### src/sv/assert_macros.svh
// ----------------------------------------------------------------------------
// Assertion macros
// Clocked concurrent assertion wrappers; empty when SYNTHESIS is defined.
// ----------------------------------------------------------------------------
`ifndef ASSERT_MACROS_SVH
`define ASSERT_MACROS_SVH

`ifndef SYNTHESIS

// Check that prop holds at every clock edge outside reset.
`define BTC_ASSERT(label, prop, msg) \
  label: assert property (@(posedge clk_i) disable iff (!rst_ni) prop) else $error(msg);

// Check that cond is never true at a clock edge outside reset.
`define BTC_ASSERT_NEVER(label, cond, msg) \
  label: assert property (@(posedge clk_i) disable iff (!rst_ni) !(cond)) else $error(msg);

`else

`define BTC_ASSERT(label, prop, msg)
`define BTC_ASSERT_NEVER(label, cond, msg)

`endif

`endif

### src/sv/btc_pkg.sv
// ----------------------------------------------------------------------------
// btc_pkg
// Shared types, codes and constants of the teleoperation coupling block.
// ----------------------------------------------------------------------------
package btc_pkg;

  localparam int POS_W     = 32;
  localparam int GAIN_W    = 24;
  localparam int GAIN_FRAC = 24;
  localparam int RATE_W    = 14;
  localparam int CFG_IDX_W = 3;
  localparam int NUM_AXES  = 3;

  // Datapath widths: spring error and velocity difference, multiplier
  // operands, products, scaled velocity and accumulators.
  localparam int OPA_W  = POS_W + 4;
  localparam int OPB_W  = GAIN_W + 1;
  localparam int PROD_W = OPA_W + OPB_W;
  localparam int VD_W   = POS_W + RATE_W + 4;
  localparam int ACC_W  = VD_W + 6;

  typedef logic signed [POS_W-1:0] pos_t;
  typedef pos_t [NUM_AXES-1:0] vec3_t;
  typedef logic [1:0] axis_t;

  localparam axis_t LAST_AXIS = axis_t'(NUM_AXES - 1);

  localparam logic [GAIN_W-1:0] MASTER_STIFFNESS_RST = GAIN_W'(167772);
  localparam logic [GAIN_W-1:0] MASTER_DAMPING_RST   = GAIN_W'(1678);
  localparam logic [GAIN_W-1:0] SLAVE_STIFFNESS_RST  = GAIN_W'(167772);
  localparam logic [GAIN_W-1:0] SLAVE_DAMPING_RST    = GAIN_W'(1678);
  localparam logic [RATE_W-1:0] SAMPLE_RATE_RST      = RATE_W'(10);

  typedef enum logic [CFG_IDX_W-1:0] {
    REG_MASTER_STIFFNESS = 3'd0,
    REG_MASTER_DAMPING   = 3'd1,
    REG_SLAVE_STIFFNESS  = 3'd2,
    REG_SLAVE_DAMPING    = 3'd3,
    REG_SAMPLE_RATE      = 3'd4
  } cfg_reg_e;

  typedef enum logic [1:0] {
    BTN_NONE   = 2'd0,
    BTN_LOCK   = 2'd1,
    BTN_COUPLE = 2'd2
  } button_e;

  typedef enum logic [1:0] {
    STATUS_IDLE     = 2'd0,
    STATUS_ACTIVE   = 2'd1,
    STATUS_RELEASED = 2'd2
  } status_e;

  // Steps of the per-axis spring-damper sequence.
  typedef enum logic [2:0] {
    PH_LOAD    = 3'd0,
    PH_VEL_MUL = 3'd1,
    PH_VEL     = 3'd2,
    PH_HI      = 3'd3,
    PH_LO      = 3'd4,
    PH_SUM     = 3'd5
  } phase_e;

  typedef struct packed {
    logic [GAIN_W-1:0] master_stiffness;
    logic [GAIN_W-1:0] master_damping;
    logic [GAIN_W-1:0] slave_stiffness;
    logic [GAIN_W-1:0] slave_damping;
    logic [RATE_W-1:0] sample_rate_hz;
  } cfg_t;

  typedef struct packed {
    logic    capture;
    logic    latch_anchor;
    logic    calc;
    axis_t   axis;
    phase_e  phase;
    logic    finish;
    status_e status;
    logic    lock;
  } cmd_t;

  typedef struct packed {
    logic out_free;
  } stat_t;

  // Clamp an accumulator value to the signed position range.
  function automatic pos_t sat_pos(input logic signed [ACC_W-1:0] v);
    logic fits;
    fits = (&v[ACC_W-1:POS_W-1]) | ~(|v[ACC_W-1:POS_W-1]);
    if (fits) begin
      return pos_t'(v[POS_W-1:0]);
    end else if (v[ACC_W-1]) begin
      return pos_t'({1'b1, {(POS_W-1){1'b0}}});
    end else begin
      return pos_t'({1'b0, {(POS_W-1){1'b1}}});
    end
  endfunction

endpackage

### src/sv/btc_ctrl.sv
// ----------------------------------------------------------------------------
// btc_ctrl
// Sequencer: button handling, coupling and lock state, per-axis step control.
// ----------------------------------------------------------------------------
module btc_ctrl (
  input  logic                 clk_i,
  input  logic                 rst_ni,
  input  logic                 in_valid_i,
  output logic                 in_ready_o,
  input  logic [1:0]           button_code_i,
  input  btc_pkg::stat_t       stat_i,
  output btc_pkg::cmd_t        cmd_o
);

  typedef enum logic [1:0] {
    S_IDLE = 2'd0,
    S_CALC = 2'd1,
    S_FIN  = 2'd2
  } state_e;

  state_e            state_q;
  btc_pkg::axis_t    axis_q;
  btc_pkg::phase_e   phase_q;
  btc_pkg::status_e  status_q;
  btc_pkg::status_e  status_d;
  logic              coupled_q;
  logic              coupled_d;
  logic              lock_q;
  logic              accept;

  assign in_ready_o = (state_q == S_IDLE);
  assign accept     = in_valid_i && in_ready_o;

  // Coupling toggle and resulting status for the transaction being accepted.
  always_comb begin
    coupled_d = coupled_q;
    status_d  = coupled_q ? btc_pkg::STATUS_ACTIVE : btc_pkg::STATUS_IDLE;
    case (btc_pkg::button_e'(button_code_i))
      btc_pkg::BTN_COUPLE: begin
        coupled_d = !coupled_q;
        status_d  = coupled_q ? btc_pkg::STATUS_RELEASED : btc_pkg::STATUS_ACTIVE;
      end
      default: ;
    endcase
  end

  always_ff @(posedge clk_i or negedge rst_ni) begin
    if (!rst_ni) begin
      state_q   <= S_IDLE;
      axis_q    <= '0;
      phase_q   <= btc_pkg::PH_LOAD;
      status_q  <= btc_pkg::STATUS_IDLE;
      coupled_q <= 1'b0;
      lock_q    <= 1'b1;
    end else begin
      case (state_q)
        S_IDLE: begin
          if (in_valid_i) begin
            coupled_q <= coupled_d;
            status_q  <= status_d;
            axis_q    <= '0;
            phase_q   <= btc_pkg::PH_LOAD;
            if (btc_pkg::button_e'(button_code_i) == btc_pkg::BTN_LOCK) begin
              lock_q <= !lock_q;
            end
            state_q <= coupled_d ? S_CALC : S_FIN;
          end
        end
        S_CALC: begin
          case (phase_q)
            btc_pkg::PH_LOAD:    phase_q <= btc_pkg::PH_VEL_MUL;
            btc_pkg::PH_VEL_MUL: phase_q <= btc_pkg::PH_VEL;
            btc_pkg::PH_VEL:     phase_q <= btc_pkg::PH_HI;
            btc_pkg::PH_HI:      phase_q <= btc_pkg::PH_LO;
            btc_pkg::PH_LO:      phase_q <= btc_pkg::PH_SUM;
            default: begin
              phase_q <= btc_pkg::PH_LOAD;
              if (axis_q == btc_pkg::LAST_AXIS) begin
                state_q <= S_FIN;
              end else begin
                axis_q <= axis_q + 2'd1;
              end
            end
          endcase
        end
        S_FIN: begin
          if (stat_i.out_free) begin
            state_q <= S_IDLE;
          end
        end
        default: state_q <= S_IDLE;
      endcase
    end
  end

  always_comb begin
    cmd_o.capture      = accept;
    cmd_o.latch_anchor = accept &&
                         (btc_pkg::button_e'(button_code_i) == btc_pkg::BTN_COUPLE) &&
                         !coupled_q;
    cmd_o.calc         = (state_q == S_CALC);
    cmd_o.axis         = axis_q;
    cmd_o.phase        = phase_q;
    cmd_o.finish       = (state_q == S_FIN) && stat_i.out_free;
    cmd_o.status       = status_q;
    cmd_o.lock         = lock_q;
  end

endmodule

### config.mk
export PLATFORM = sky130hd
export DESIGN_NAME = btc_ctrl
export DESIGN_NICKNAME = d
export VERILOG_FILES = /design/src/sv/assert_macros.svh /design/src/sv/btc_pkg.sv /design/src/sv/btc_ctrl.sv
export SDC_FILE = /design/constraint.sdc
export NUM_CORES = 1
export LEC_CHECK = 0
export ABC_AREA = 1
export BUFFER_PORTS_ARGS = -buffer_cell sky130_fd_sc_hd__buf_2
export CAP_MARGIN = 20
export CELL_PAD_IN_SITES_DETAIL_PLACEMENT = 1
export CELL_PAD_IN_SITES_GLOBAL_PLACEMENT = 1
export CORE_MARGIN = 2
export CORE_UTILIZATION = 30
export DETAILED_ROUTE_END_ITERATION = 8
export GPL_ROUTABILITY_DRIVEN = 0
export GPL_TIMING_DRIVEN = 0
export PLACE_DENSITY_LB_ADDON = 0.1
export SYNTH_ARGS = -nofsm -noshare
export SYNTH_HDL_FRONTEND = slang
export SYNTH_SLANG_ARGS = --single-unit
### constraint.sdc
create_clock -name clk_i -period 1 [get_ports clk_i]
set_input_delay 0 -clock clk_i [delete_from_list [all_inputs] [get_ports clk_i]]
set_output_delay 0 -clock clk_i [all_outputs]
set_load 0.02 [all_outputs]
======== Word-level counts from Yosys, hierarchy flattened ========
Cells that the tools add are included.
cells by class
  $add $sub $neg .......................... 1
  equality and inequality tests ........... 14
  multiplexer cells ....................... 17
  reduce and logical (&&, ||, !) cells .... 15
operators by type and width
  kind                                                  count
  2-to-1 mux 2 bit                                      10
  case mux 3 bit (5 select lines)                       1
  != test 2 bit (second input constant)                 4
  AND reduction 4 bit                                   2
  equality test 2 bit (second input constant)           3
  equality test 3 x 2 -> 1 bit (second input constant)  2
  case mux 2 bit (3 select lines)                       1
  case mux 3 bit (2 select lines)                       1
  OR reduction 5 bit                                    1
  equality test 2 x 1 -> 1 bit (second input constant)  2
  logical AND 1 bit                                     4
  case mux 2 bit (2 select lines)                       1
  AND reduction 2 bit                                   2
  equality test 3 x 1 -> 1 bit (second input constant)  1
  equality test 3 bit (second input constant)           1
  logical NOT 3 bit                                     1
  2-to-1 mux 3 bit                                      1
  AND reduction 3 bit                                   1
  adder 2 x 1 -> 2 bit (second input constant)          1
  logical NOT 1 bit                                     2
  logical NOT 2 bit                                     1
  2-to-1 mux 1 bit                                      2
  != test 2 x 1 -> 1 bit (second input constant)        1
  nonzero test 2 bit                                    1
word-level totals
  register bits ........................... 11
  input bits .............................. 6
  output and inout bits ................... 13
  word-level logic and storage cells ...... 53

======== Logic depth before layout (Yosys ltp) ========
  depth after elaboration ................. 5
  depth in mapped cells ................... 9
  depth with buffers taken out ............ 9

======== Worst setup path after synthesis ========
Ideal clock, no wire load.
  path type ............................... reg2out
  from .................................... register state_q[0]
  to ...................................... output port cmd_o[10] (netlist name)
  arrival time ............................ 1.386 ns
  slack ................................... -0.386 ns
  cell stages (with the launch flop) ...... 4
  buffers on the path ..................... 0
  cells stage by stage .................... dfrtp_1 nor2_4 nand2_2 nor4_1
RTL lines
  element                 line            text
  start, declared         btc_ctrl.sv:21  state_e state_q;
  start signal, assigned  btc_ctrl.sv:66  state_q <= coupled_d ? S_CALC : S_FIN;
  end, declared           btc_ctrl.sv:12  output btc_pkg::cmd_t cmd_o

==> summary.txt <==
Layout
  • Nets@finish: approximately 120
  • Share of cells above drive strength 1: 0.5660
  • Commonest cells after routing, fill and taps aside: nand2_1, buf_4, buf_6, buf_2, inv_1
  • Final core occ: 0.5511
  • Most common cell after layout, fill and taps aside: nand2_1
  • Area grow syn2layout: 67.82%
  • # diodes: 0
  • Final non-filler cell total: 131

Logic synthesis
  • Synthesized cell area: between 500 and 600 sq um
  • Share of the synthesized area in the top cell type: 0.3888
  • Post-synth cell types: 22
  • Syn_nets: 80
  • Sequential share of the synthesized area: 0.4341
  • Average size of a mapped cell: 8.046 sq um
  • Largest area contributor in the netlist: dfrtp_1
  • #FFs+latches synth: 10
  • Synthesized instance count: 72
  • Synth area leaders: dfrtp_1, nand2_1, inv_1
  • Synth warn: 0

Power and ir drop
  • PD cells: approximately 3000 nW/um^2
  • Switching Fraction: 0.4422
  • Worst VDD drop: between 1 and 1.5 mV
  • Clk network pwr share: 0.103
  • Net switching power: 1.315 mW
  • Lkg Pwr: between 0.5 and 0.6 nW
  • Comb pwr share: 0.651
  • Total power draw: approximately 3.0 mW
  • Internal power: 1.659 mW
  • Sequential power share: 0.246

Floorplan
  • Die height: 47.95 microns
  • Initial core utilization: 0.3284
  • Die Area: roughly 2300 sq um
  • Core area: about 1800 sq um
  • # rows: 15
  • I/O pin cnt: 19
  • Die X: 47.95 microns

Detailed routing
  • 1st-pass router iterations: 3
  • Iteration-0 DRC count of the detailed router: 4
  • Remaining antenna violation count after routing: 0
  • Via count: approximately 600
  • DRC violation count after routing: 0
  • WL/cell: 12.35 microns
  • Via density: roughly 4.6
  • Final wirelength: between 1500 and 2000 microns

Worst setup path
  • CP Class: flop to output port
  • Worst EP arrival: about 1.2 ns
  • Slowest CP cell: dfrtp_2
  • Cell Chain, Critical Path: nor2_4 -> nand2_4 -> nor4_4 -> buf_4
  • CP max FO: 3
  • CP endpoint kind: output port
  • CP max stage delay: between 0.4 and 0.5 ns
  • Critical path launch point type: flop
  • CP required: 1.00 ns

Placement
  • Worst slack at placement: -0.1720 ns
  • DP Cell Count: 115
  • IO buf count: 18
  • Detailed Place HPWL: approximately 1100 microns

Worst hold path
  • Hold crit path type: input port to flop

Status
  • Violated checks: setup timing
  • Outcome: complete, but fails checks

Timing
  • Post-route minimum period: roughly 1.2 ns
  • Hold Violations, Final: 0
  • Maximum clock frequency: 0.8117 GHz
  • Rel. slew slack: 0.8450
  • PnR worst setup slack: -0.2320 ns
  • Fin Clk Skew: ~0.015 ns
  • Final setup vio count: 15
  • Final period util: 1.232
  • Final Max Tran Viols: 0
  • RSZ-0062 raised after global routing: true
  • Worst hold slack: about 0.00095 ns
  • Worst slew pin tran: between 0.2 and 0.25 ns

Clock tree
  • Root Driver: clkbuf_4
  • Clk sinks: 10
  • Clk_lat worst skew: roughly 0.27 ns
  • CTS Buf Count: 3
  • H-Tree Depth: 1
  • Longest Clk Path Bufs: 2
  • CTS tree: done
  • Clock-pin slew on the worst setup and hold paths: 0.08 ns

Global routing
  • Largest net degree at the start of global routing: 11
  • Total track usage: 0.1646
  • Vias in the first global route: a little under 600
  • First-pass GRT wire length: 2518 microns
  • Antenna violations before repair: 0
  • GR Overflow Total: 0

Run
  • Max Cap Violations: 0
## kinds of logic after synthesis
family,count (synthesis),share of synthesized area
flops,10,0.4341
xor+xnor,1,0.01512
simple gates,34,0.3045
buf+inv,18,0.1361
fa+ha+maj,2,0.04319
compound gates,7,0.06696
## synth_stat cells (all sizes together)
library cell,instances
nor3,1
ha,2
buf,3
nor2,2
o21ai,2
nor4,1
xnor2,1
nand2,21
dfrtp,9
clkinv,1
inv,14
dfstp,1
nand4,3
o22ai,1
a22oi,1
a21oi,3
nand3,6
## routing by layer
| metal | vias to the layer above | global-route usage | routed length [microns] | share of wire |
|---|---|---|---|---|
| li1 | 297 | - | - | - |
| met1 | 285 | 0.1927 | 692 | 0.43 |
| met3 | 5 | 0.02264 | 42 | 0.026 |
| met4 | 0 | 0.1135 | 50 | 0.031 |
| met2 | 16 | 0.2747 | 833 | 0.51 |
| met5 | - | 0 | 0 | 0 |
## layout make-up
| cell class | instances | area, sq um |
|---|---|---|
| Fill cell | 233 | 792.0 |
| Multi-Input combinational cell | 44 | 326.6 |
| Sequential cell | 10 | 257.7 |
| Timing Repair Buffer | 32 | 251.5 |
| Inverter | 15 | 67.56 |
| Tap cell | 25 | 31.28 |
| Clock buffer | 4 | 26.28 |
| Buffer | 1 | 11.26 |
## power by group through the flow
| stage | logic [mW] | registers [mW] | clock network [mW] |
|---|---|---|---|
| after CTS | 1.83 | 0.735 | 0.322 |
| final | 1.94 | 0.731 | 0.306 |
| after global placement | 1.25 | 0.770 | 0 |
| after detailed placement | 1.29 | 0.772 | 0 |
| after global routing | 2.11 | 0.755 | 0.329 |
| after floorplan | 0.860 | 0.835 | 0 |
## flip-flops by register name, summed over array words and instances (netlist names)
signal	cells
state_q	2
lock_q	1
phase_q	3
axis_q	2
status_q	2
## what timing repair did
action	4_1_cts	5_1_grt
setup buffers	11	3
hold buffers	1	0
resized for setup	25	6
setup endpoints to repair	17	16
pin swaps	2	3
hold endpoints to repair	11	0
gates cloned	0	0
## metrics by stage
step                      setup TNS (ns)  area (sq um)
after detailed placement         -0.8092         748.2
after global placement           -0.6825         748.2
after CTS                         -2.084         934.6
after global routing              -3.000         972.2
final                             -2.106         972.2
after floorplan                  -0.6569         626.9
## path summary, 6_finish.rpt
path / startpoint / end / slack, ns / cells past startpoint
worst max register to register: axis_q[0] / state_q[0] / -0.17 / 9
worst max-delay path: state_q[0] / cmd_o[10] / -0.23 / 4
worst min-delay path: button_code_i[0] / lock_q / 0.001 / 3
min in group asynchronous: rst_ni / phase_q[2] / 0.12 / 2
max in group asynchronous: rst_ni / lock_q / 0.61 / 2
worst min register to register: status_q[1] / status_q[1] / 0.48 / 2
## worst max-delay path: cells and delay by family, from the launching register on
kind                   cells  cell delay, ns
DFF                        1            0.43
and+or+nand+nor            3            0.35
buffers and inverters      1            0.17
Note: power is estimated with default switching activity, not from simulation.
